**config.mk**
```make
export PLATFORM = sky130hd
export DESIGN_NAME = all_pole_recursive_line_filter_top
export DESIGN_NICKNAME = d
export VERILOG_FILES = /design/src/aplf_pkg.sv /design/src/all_pole_recursive_line_filter_top.sv /design/src/aplf_ctrl.sv /design/src/aplf_dp.sv
export SDC_FILE = /design/constraint.sdc
export NUM_CORES = 2
export LEC_CHECK = 0
export BUFFER_PORTS_ARGS = -buffer_cell sky130_fd_sc_hd__clkbuf_2
export CAP_MARGIN = 5
export CORE_AREA = 2 2 259 363
export CTS_BUF_LIST = sky130_fd_sc_hd__clkbuf_8
export CTS_CLUSTER_SIZE = 14
export DETAILED_ROUTE_END_ITERATION = 12
export DIE_AREA = 0 0 261 365
export PLACE_DENSITY = 0.54
export RECOVER_POWER = 100
export SETUP_SLACK_MARGIN = 0.02
export SLEW_MARGIN = 40
export SYNTH_ARGS = -nofsm -noshare
export SYNTH_HDL_FRONTEND = slang
export SYNTH_SLANG_ARGS = --single-unit
```
**constraint.sdc**
```tcl
create_clock -name clk -period 8.06 [get_ports clk]
set_clock_uncertainty 0.05 [all_clocks]
set_input_delay 1.209 -clock clk [delete_from_list [all_inputs] [get_ports clk]]
set_output_delay 1.209 -clock clk [all_outputs]
set_load 0.05 [all_outputs]
```
**src/aplf_pkg.sv**
```systemverilog
// aplf_pkg: shared types and constants for the all-pole recursive line filter.
// Used by aplf_ctrl, aplf_dp and all_pole_recursive_line_filter_top.
package aplf_pkg;

  localparam int SAMPLE_W      = 24;  // Q8.16 sample
  localparam int COEFF_W       = 18;  // Q2.16 coefficient
  localparam int FRAC_W        = 16;
  localparam int TAPS_W        = 3;
  localparam int NUM_COEFF     = 4;
  localparam int MAX_TAPS_DEF  = 4;
  localparam int PROD_W        = SAMPLE_W + COEFF_W;
  // product plus growth for up to seven taps, plus room for x*2^16 - acc + half
  localparam int ACC_W         = PROD_W + 6;
  localparam int CFG_IDX_W     = 3;
  localparam int CFG_DATA_W    = COEFF_W;

  typedef enum logic [CFG_IDX_W-1:0] {
    REG_TAP_COUNT = 3'd0,
    REG_COEFF_0   = 3'd1,
    REG_COEFF_1   = 3'd2,
    REG_COEFF_2   = 3'd3,
    REG_COEFF_3   = 3'd4
  } cfg_reg_t;

  typedef enum logic [1:0] {
    ST_IDLE,
    ST_MUL,
    ST_ACC,
    ST_FIN
  } state_t;

  typedef struct packed {
    logic load;  // take a new sample, clear accumulator
    logic mul;   // multiply one tap into the product register
    logic fin;   // round, clamp, load output, shift history
  } cmd_t;

endpackage

```
**src/all_pole_recursive_line_filter_top.sv**
```systemverilog
// all_pole_recursive_line_filter_top: config registers, controller and datapath.
// Depends on aplf_pkg, aplf_ctrl, aplf_dp.
//
//   channel | direction | handshake          | payload
//   in_     | input     | in_valid/in_stall  | in_sample_in[23:0], in_line_start
//   out_    | output    | out_valid/out_stall| out_sample_out[23:0], out_saturated
//   cfg_    | input     | cfg_valid/cfg_ready| cfg_index[2:0], cfg_data[17:0]
//
// A sample runs: accept, one multiply per tap on the single shared multiplier,
// one accumulate drain (skipped with no taps), one round/clamp into the output reg.
// Taps are min(tap_count, MAX_TAPS). Reset (rst_n low, synchronous) zeroes config and
// history. A result waiting on out_stall holds the block in its finish step; the
// next sample is accepted once that result is in the output register.
module all_pole_recursive_line_filter_top #(
  parameter int MAX_TAPS = aplf_pkg::MAX_TAPS_DEF
) (
  input  logic                                  clk,
  input  logic                                  rst_n,
  input  logic                                  in_valid,
  output logic                                  in_stall,
  input  logic signed [aplf_pkg::SAMPLE_W-1:0]  in_sample_in,
  input  logic                                  in_line_start,
  output logic                                  out_valid,
  input  logic                                  out_stall,
  output logic signed [aplf_pkg::SAMPLE_W-1:0]  out_sample_out,
  output logic                                  out_saturated,
  input  logic                                  cfg_valid,
  output logic                                  cfg_ready,
  input  logic [aplf_pkg::CFG_IDX_W-1:0]        cfg_index,
  input  logic [aplf_pkg::CFG_DATA_W-1:0]       cfg_data
);

  localparam int IDX_W = (MAX_TAPS > 1) ? $clog2(MAX_TAPS) : 1;

  logic [aplf_pkg::TAPS_W-1:0]         tap_count_r;
  logic signed [aplf_pkg::COEFF_W-1:0] coeff_r [aplf_pkg::NUM_COEFF];
  logic [aplf_pkg::TAPS_W-1:0]         taps_eff;
  aplf_pkg::cmd_t                      cmd;
  logic [IDX_W-1:0]                    tap_idx;
  logic                                out_free;

  assign cfg_ready = 1'b1;
  assign taps_eff  = (tap_count_r > aplf_pkg::TAPS_W'(MAX_TAPS)) ?
                     aplf_pkg::TAPS_W'(MAX_TAPS) : tap_count_r;

  always_ff @(posedge clk) begin
    if (!rst_n) begin
      tap_count_r <= '0;
      for (int i = 0; i < aplf_pkg::NUM_COEFF; i++) begin
        coeff_r[i] <= '0;
      end
    end else if (cfg_valid && cfg_ready) begin
      case (cfg_index)
        aplf_pkg::REG_TAP_COUNT: tap_count_r <= cfg_data[aplf_pkg::TAPS_W-1:0];
        aplf_pkg::REG_COEFF_0:   coeff_r[0]  <= cfg_data;
        aplf_pkg::REG_COEFF_1:   coeff_r[1]  <= cfg_data;
        aplf_pkg::REG_COEFF_2:   coeff_r[2]  <= cfg_data;
        aplf_pkg::REG_COEFF_3:   coeff_r[3]  <= cfg_data;
        default: begin
        end
      endcase
    end
  end

  aplf_ctrl #(
    .MAX_TAPS (MAX_TAPS),
    .IDX_W    (IDX_W)
  ) u_ctrl (
    .clk      (clk),
    .rst_n    (rst_n),
    .in_valid (in_valid),
    .in_stall (in_stall),
    .taps_eff (taps_eff),
    .out_free (out_free),
    .cmd      (cmd),
    .tap_idx  (tap_idx)
  );

  aplf_dp #(
    .MAX_TAPS (MAX_TAPS),
    .IDX_W    (IDX_W)
  ) u_dp (
    .clk            (clk),
    .rst_n          (rst_n),
    .cmd            (cmd),
    .tap_idx        (tap_idx),
    .coeff          (coeff_r),
    .in_sample_in   (in_sample_in),
    .in_line_start  (in_line_start),
    .out_stall      (out_stall),
    .out_valid      (out_valid),
    .out_sample_out (out_sample_out),
    .out_saturated  (out_saturated),
    .out_free       (out_free)
  );

endmodule

```
**src/aplf_ctrl.sv**
```systemverilog
// aplf_ctrl: sample sequencer: accept, a multiply per tap, drain if taps, finish.
// Depends on aplf_pkg (state_t, cmd_t, TAPS_W).
module aplf_ctrl #(
  parameter int MAX_TAPS = aplf_pkg::MAX_TAPS_DEF,
  parameter int IDX_W    = (MAX_TAPS > 1) ? $clog2(MAX_TAPS) : 1
) (
  input  logic                        clk,
  input  logic                        rst_n,
  input  logic                        in_valid,
  output logic                        in_stall,
  input  logic [aplf_pkg::TAPS_W-1:0] taps_eff,
  input  logic                        out_free,
  output aplf_pkg::cmd_t              cmd,
  output logic [IDX_W-1:0]            tap_idx
);

  aplf_pkg::state_t state_r, state_nxt;
  logic [IDX_W-1:0] cnt_r, cnt_nxt;
  logic             last_tap;

  assign tap_idx  = cnt_r;
  assign last_tap = (aplf_pkg::TAPS_W'(cnt_r) == (taps_eff - aplf_pkg::TAPS_W'(1)));

  always_ff @(posedge clk) begin
    if (!rst_n) begin
      state_r <= aplf_pkg::ST_IDLE;
      cnt_r   <= '0;
    end else begin
      state_r <= state_nxt;
      cnt_r   <= cnt_nxt;
    end
  end

  always_comb begin
    state_nxt = state_r;
    cnt_nxt   = cnt_r;
    cmd       = '0;
    in_stall  = 1'b1;
    case (state_r)
      aplf_pkg::ST_IDLE: begin
        in_stall = 1'b0;
        if (in_valid) begin
          cmd.load  = 1'b1;
          cnt_nxt   = '0;
          state_nxt = (taps_eff == '0) ? aplf_pkg::ST_FIN : aplf_pkg::ST_MUL;
        end
      end
      aplf_pkg::ST_MUL: begin
        cmd.mul = 1'b1;
        if (last_tap) begin
          state_nxt = aplf_pkg::ST_ACC;
        end else begin
          cnt_nxt = cnt_r + IDX_W'(1);
        end
      end
      aplf_pkg::ST_ACC: begin
        // last product lands in the accumulator
        state_nxt = aplf_pkg::ST_FIN;
      end
      aplf_pkg::ST_FIN: begin
        if (out_free) begin
          cmd.fin   = 1'b1;
          state_nxt = aplf_pkg::ST_IDLE;
        end
      end
      default: begin
        state_nxt = aplf_pkg::ST_IDLE;
      end
    endcase
  end

  a_mul_in_range: assert property (@(posedge clk) disable iff (!rst_n)
    (state_r == aplf_pkg::ST_MUL) |-> (aplf_pkg::TAPS_W'(cnt_r) < taps_eff))
    else $error("tap counter ran past tap count");

  a_acc_to_fin: assert property (@(posedge clk) disable iff (!rst_n)
    (state_r == aplf_pkg::ST_ACC) |=> (state_r == aplf_pkg::ST_FIN))
    else $error("drain cycle not followed by finish");

  a_fin_holds: assert property (@(posedge clk) disable iff (!rst_n)
    (state_r == aplf_pkg::ST_FIN && !out_free) |=> (state_r == aplf_pkg::ST_FIN))
    else $error("finish left while output register busy");

endmodule

```
**src/aplf_dp.sv**
```systemverilog
// aplf_dp: history line, shared multiply-accumulate, round/clamp and output register.
// Depends on aplf_pkg (cmd_t, widths).
module aplf_dp #(
  parameter int MAX_TAPS = aplf_pkg::MAX_TAPS_DEF,
  parameter int IDX_W    = (MAX_TAPS > 1) ? $clog2(MAX_TAPS) : 1
) (
  input  logic                                 clk,
  input  logic                                 rst_n,
  input  aplf_pkg::cmd_t                       cmd,
  input  logic [IDX_W-1:0]                     tap_idx,
  input  logic signed [aplf_pkg::COEFF_W-1:0]  coeff [aplf_pkg::NUM_COEFF],
  input  logic signed [aplf_pkg::SAMPLE_W-1:0] in_sample_in,
  input  logic                                 in_line_start,
  input  logic                                 out_stall,
  output logic                                 out_valid,
  output logic signed [aplf_pkg::SAMPLE_W-1:0] out_sample_out,
  output logic                                 out_saturated,
  output logic                                 out_free
);

  localparam int SW = aplf_pkg::SAMPLE_W;
  localparam int AW = aplf_pkg::ACC_W;
  localparam logic signed [AW-1:0] Y_MAX = (AW'(1) << (SW - 1)) - AW'(1);
  localparam logic signed [AW-1:0] Y_MIN = -(AW'(1) << (SW - 1));
  localparam logic signed [AW-1:0] HALF  = AW'(1) << (aplf_pkg::FRAC_W - 1);

  logic signed [SW-1:0]                hist_r [MAX_TAPS];
  logic signed [aplf_pkg::COEFF_W-1:0] coeff_ext [MAX_TAPS];
  logic signed [SW-1:0]                x_r;
  logic signed [aplf_pkg::PROD_W-1:0]  prod_r;
  logic                                prod_v_r;
  logic signed [AW-1:0]                acc_r;
  logic                                out_valid_r;
  logic signed [SW-1:0]                out_sample_r;
  logic                                out_sat_r;

  logic signed [AW-1:0] diff;
  logic signed [AW-1:0] y_wide;
  logic signed [SW-1:0] y_clamp;
  logic                 y_sat;
  logic                 hist_nz;

  // taps past the last coefficient register weigh zero
  for (genvar g = 0; g < MAX_TAPS; g++) begin : g_coeff
    if (g < aplf_pkg::NUM_COEFF) begin : g_reg
      assign coeff_ext[g] = coeff[g];
    end else begin : g_zero
      assign coeff_ext[g] = '0;
    end
  end

  assign diff   = (AW'(x_r) <<< aplf_pkg::FRAC_W) - acc_r + HALF;
  assign y_wide = diff >>> aplf_pkg::FRAC_W;

  always_comb begin
    y_sat   = 1'b0;
    y_clamp = y_wide[SW-1:0];
    if (y_wide > Y_MAX) begin
      y_clamp = Y_MAX[SW-1:0];
      y_sat   = 1'b1;
    end else if (y_wide < Y_MIN) begin
      y_clamp = Y_MIN[SW-1:0];
      y_sat   = 1'b1;
    end
  end

  always_comb begin
    hist_nz = 1'b0;
    for (int i = 0; i < MAX_TAPS; i++) begin
      hist_nz = hist_nz | (hist_r[i] != '0);
    end
  end

  assign out_free       = !out_valid_r || !out_stall;
  assign out_valid      = out_valid_r;
  assign out_sample_out = out_sample_r;
  assign out_saturated  = out_sat_r;

  always_ff @(posedge clk) begin
    if (!rst_n) begin
      for (int i = 0; i < MAX_TAPS; i++) begin
        hist_r[i] <= '0;
      end
      prod_v_r    <= 1'b0;
      out_valid_r <= 1'b0;
    end else begin
      prod_v_r <= cmd.mul;
      if (cmd.load && in_line_start) begin
        for (int i = 0; i < MAX_TAPS; i++) begin
          hist_r[i] <= '0;
        end
      end else if (cmd.fin) begin
        for (int i = MAX_TAPS - 1; i > 0; i--) begin
          hist_r[i] <= hist_r[i-1];
        end
        hist_r[0] <= y_clamp;
      end
      if (cmd.fin) begin
        out_valid_r <= 1'b1;
      end else if (!out_stall) begin
        out_valid_r <= 1'b0;
      end
    end
  end

  always_ff @(posedge clk) begin
    if (cmd.load) begin
      x_r <= in_sample_in;
    end
    if (cmd.mul) begin
      prod_r <= coeff_ext[tap_idx] * hist_r[tap_idx];
    end
    if (cmd.load) begin
      acc_r <= '0;
    end else if (prod_v_r) begin
      acc_r <= acc_r + AW'(prod_r);
    end
    if (cmd.fin) begin
      out_sample_r <= y_clamp;
      out_sat_r    <= y_sat;
    end
  end

  a_fin_loads_out: assert property (@(posedge clk) disable iff (!rst_n)
    cmd.fin |=> out_valid_r)
    else $error("finished sample did not reach output register");

  a_line_clears: assert property (@(posedge clk) disable iff (!rst_n)
    (cmd.load && in_line_start) |=> !hist_nz)
    else $error("line start did not clear history");

  a_sat_at_rail: assert property (@(posedge clk) disable iff (!rst_n)
    (cmd.fin && y_sat) |=>
      (out_sample_r == Y_MAX[SW-1:0] || out_sample_r == Y_MIN[SW-1:0]))
    else $error("saturated beat not at a rail");

endmodule

```
==> results.yml <==
floorplan:
  floorplan.initialDensity: 0.347
  core_area_mm2: 0.0922
  io_pins: 79
  rows: 132
  die_w_um: 261
  die-area_mm2: 0.0953
  fp.dieH_um: 365
synthesis:
  yosys_warnings: 0
  netlist.area_leader.share: 0.267
  synth_area_mm2: 0.0320
  ys_async_sr_fraction: 0
  ys_seq_area_frac: 0.250
  syn_inst: 3403
  yosysTopAreaCell: "fa_1"
  avgSynthCellArea_um2: 9.40
  synth_cell_type_count: 80
  netlist_top_cells_area: "fa_1 27%, edfxtp_1 15%, dfxtp_1 9.7%"
  ys_ff_latch: 318
  syn_nets: 4070
  synthFlopType: "edfxtp_1"
  synth-edff-count: 163
timing:
  worst_pin_slew_ns: 2.71
  fin_crit_sh: 0.968
  setup_viol: 0
  slew_headroom: -0.810
  drv_slew: 358
  final_hold_viol_count: 0
  fin_crit_ns: 7.81
  setup_tns_ns: 0
  fmax_ghz: 0.128
  rsz0062_at_grt: "no"
hold_path:
  hp-class: "reg2reg"
  min_from: "coeff_r[59]"
placement:
  place_hpwl_mm: 72.7
  finalWeightedCongestion: 0.907
  port_buffers: 77
  dp_cells: 4638
clock_tree:
  ctsHoldBuffers: 0
  clkSlewWorstSetupHoldPaths_ns: 0.06
  worstSkewPairLatency_ns: 0.72
  cts_tree: "yes"
  clock_sinks: 318
  cts_buffers: 55
  htreeDepth: 2
  cts_resized: 0
  clockBufferDepth: 3
  post_cts_buffers: 0
  cts-root-buf: "clkbuf_8"
grt:
  grt_pass1_vias: 25100
  antenna_found_initial: 2
  use_met2: 0.360
  overflow: 0
  grt_max_degree: 59
  grt_usage: 0.195
  grt.busiest_layer: "met2"
  grt_pass1_wl_mm: 143
  grt_use_met1: 0.235
  grtUsageMet3: 0.0188
layout:
  mostFrequentLayoutCell: "inv_1"
  syn_to_final_growth_pct: 9.83
  drive_gt1_frac: 0.0778
  fillers: 9466
  layout_common_cells: "602 x inv_1, 533 x nand2_1, 426 x fa_1"
  finalNonFillerCells: 4742
  nets: 4156
critical_path:
  crit_fanout: 11
  crit_type: "reg2reg"
  r2r_slack_ns: 0.25
  cp-start-kind: "flip-flop"
  worstReg2RegStart: "u_ctrl.tap_idx[0]"
  critPathArrivalTime_ns: 8.18
  crit_path_end_kind: "flip-flop"
  crit_required_ns: 8.44
  startpoint: "u_ctrl.tap_idx[0]"
pwr:
  p_sw_mw: 4.07
  comb_power_share: 0.536
  seqPwrFrac: 0.277
  leakage_nw: 15.5
  p_clk_frac: 0.187
  p_per_area_mw_per_mm2: 252
  p_int_mw: 4.78
  ir_drop_mv: 0.171
  p_sw_frac: 0.460
flow_run:
  drv_cap: 9
route:
  detail_route.vias_per_cell: 4.95
  drc: 0
  drtAntennaViolNets: 0
  drt_first_pass_iters: 5
  routedWlPerCell_um: 19.1
  routed-via-count: 23500
  drt_iter0_drc: 1288
  routed_wirelength_mm: 90.5
status:
  status: "complete, but fails checks"
  violations: "max-capacitance violations, max-slew violations"
## power groups by stage
stage | Clock, mW | Combinational [mW] | Sequential [mW]
2_1_floorplan | 0 | 3.24 | 2.46
3_3_place_gp | 0 | 4.77 | 2.47
3_5_place_dp | 0 | 4.79 | 2.47
4_1_cts | 1.71 | 4.82 | 2.44
5_1_grt | 1.77 | 5.23 | 2.49
6_report | 1.66 | 4.74 | 2.45
## Yosys cell counts, types with 4 or more instances
cell type	instances
o31ai_1	6
o221ai_1	4
and4_1	4
xnor2_1	79
xor2_1	35
a21boi_0	76
o21ai_1	10
o22ai_1	16
and3_1	15
ha_1	190
or2_2	10
nor2b_1	37
a21oi_2	9
mux2_2	14
a21oi_1	157
a21o_1	62
inv_1	589
dfxtp_1	155
a211oi_1	9
nor2_1	162
nand4_1	17
nand3_1	23
buf_1	11
o21a_1	24
nor3_1	17
a31oi_1	10
o211ai_1	11
a2111oi_0	4
nand2b_1	18
o21bai_1	26
clkbuf_1	110
mux2i_1	49
fa_1	426
and2_1	150
or3_1	13
edfxtp_1	163
nand2_1	534
nor4_1	4
mux4_2	29
o21ai_0	67
## area by class of cell
class	instances	area, um2	share of cell area
multi-input combinational	2365	21200	0.604
sequential	318	8000	0.228
inverter	590	2210	0.0630
tap	1206	1510	0.0429
timing repair buffer	159	968	0.0276
clock buffer	63	867	0.0247
clock inverter	40	349	0.00993
antenna	1	2.50	0.0000712
## worst max-delay path, cell delays in order (launching register included)
cell,delay [ns]
dfxtp_1,0.39
buf_4,0.24
buf_4,0.20
mux2_2,0.35
o21ai_1,0.61
nor2_1,0.13
fa_1,0.55
fa_1,0.42
fa_1,0.62
fa_1,0.48
fa_1,0.50
inv_1,0.05
fa_1,0.47
inv_1,0.05
ha_1,0.35
nand3_1,0.13
nor3_1,0.35
o211ai_1,0.21
a21o_1,0.23
a311oi_1,0.51
a21oi_1,0.22
o21ai_0,0.20
a21oi_1,0.10
xnor2_1,0.13
## per-layer routing
metal / share of wire / vias up
met5: 0 / -
met4: 0.034 / 0
met3: 0.033 / 149
met2: 0.53 / 454
met1: 0.41 / 11800
li1: - / 11000
## flip-flops by register name (all words and copies together) (netlist names), 3 cells and up, named ones only
| signal | count |
|---|---|
| tap_count_r | 3 |
| u_dp.prod_r | 42 |
| u_dp.x_r | 24 |
| u_dp.hist_r | 96 |
| u_dp.acc_r | 48 |
| coeff_r | 72 |
| u_dp.out_sample_out | 24 |
## path summary, 6_finish.rpt
kind / to / cells past startpoint
worst max register to register: u_dp.prod_r[41] / 23
worst min register to register: coeff_r[59] / 2
worst min-delay path: coeff_r[59] / 2
worst max-delay path: u_dp.prod_r[41] / 23
## logic make-up after synthesis
group,Yosys count,synth area share
AO/OA/AOI/OAI,522,0.106
XOR/XNOR,115,0.0317
adder cells (fa/ha/maj),616,0.341
buffers and inverters,720,0.0856
flip-flops,318,0.250
multiplexers,93,0.0411
other,1,0.000117
AND/OR/NAND/NOR,1018,0.144
## through the flow
step           power (mW)  setup WS (ns)   util  instance area (um2)  hold WS [ns]
6_report             8.85          0.255  0.381                35100         0.415
5_1_grt              9.48         0.0320  0.381                35100         0.438
4_1_cts              8.97          0.288  0.383                35300         0.414
3_5_place_dp         7.26          0.272  0.370                34100         0.406
3_3_place_gp         7.24          0.373  0.369                34000         0.402
2_1_floorplan        5.70          0.198      -                32000         0.390
No activity file was read; power rests on OpenSTA's default activity.
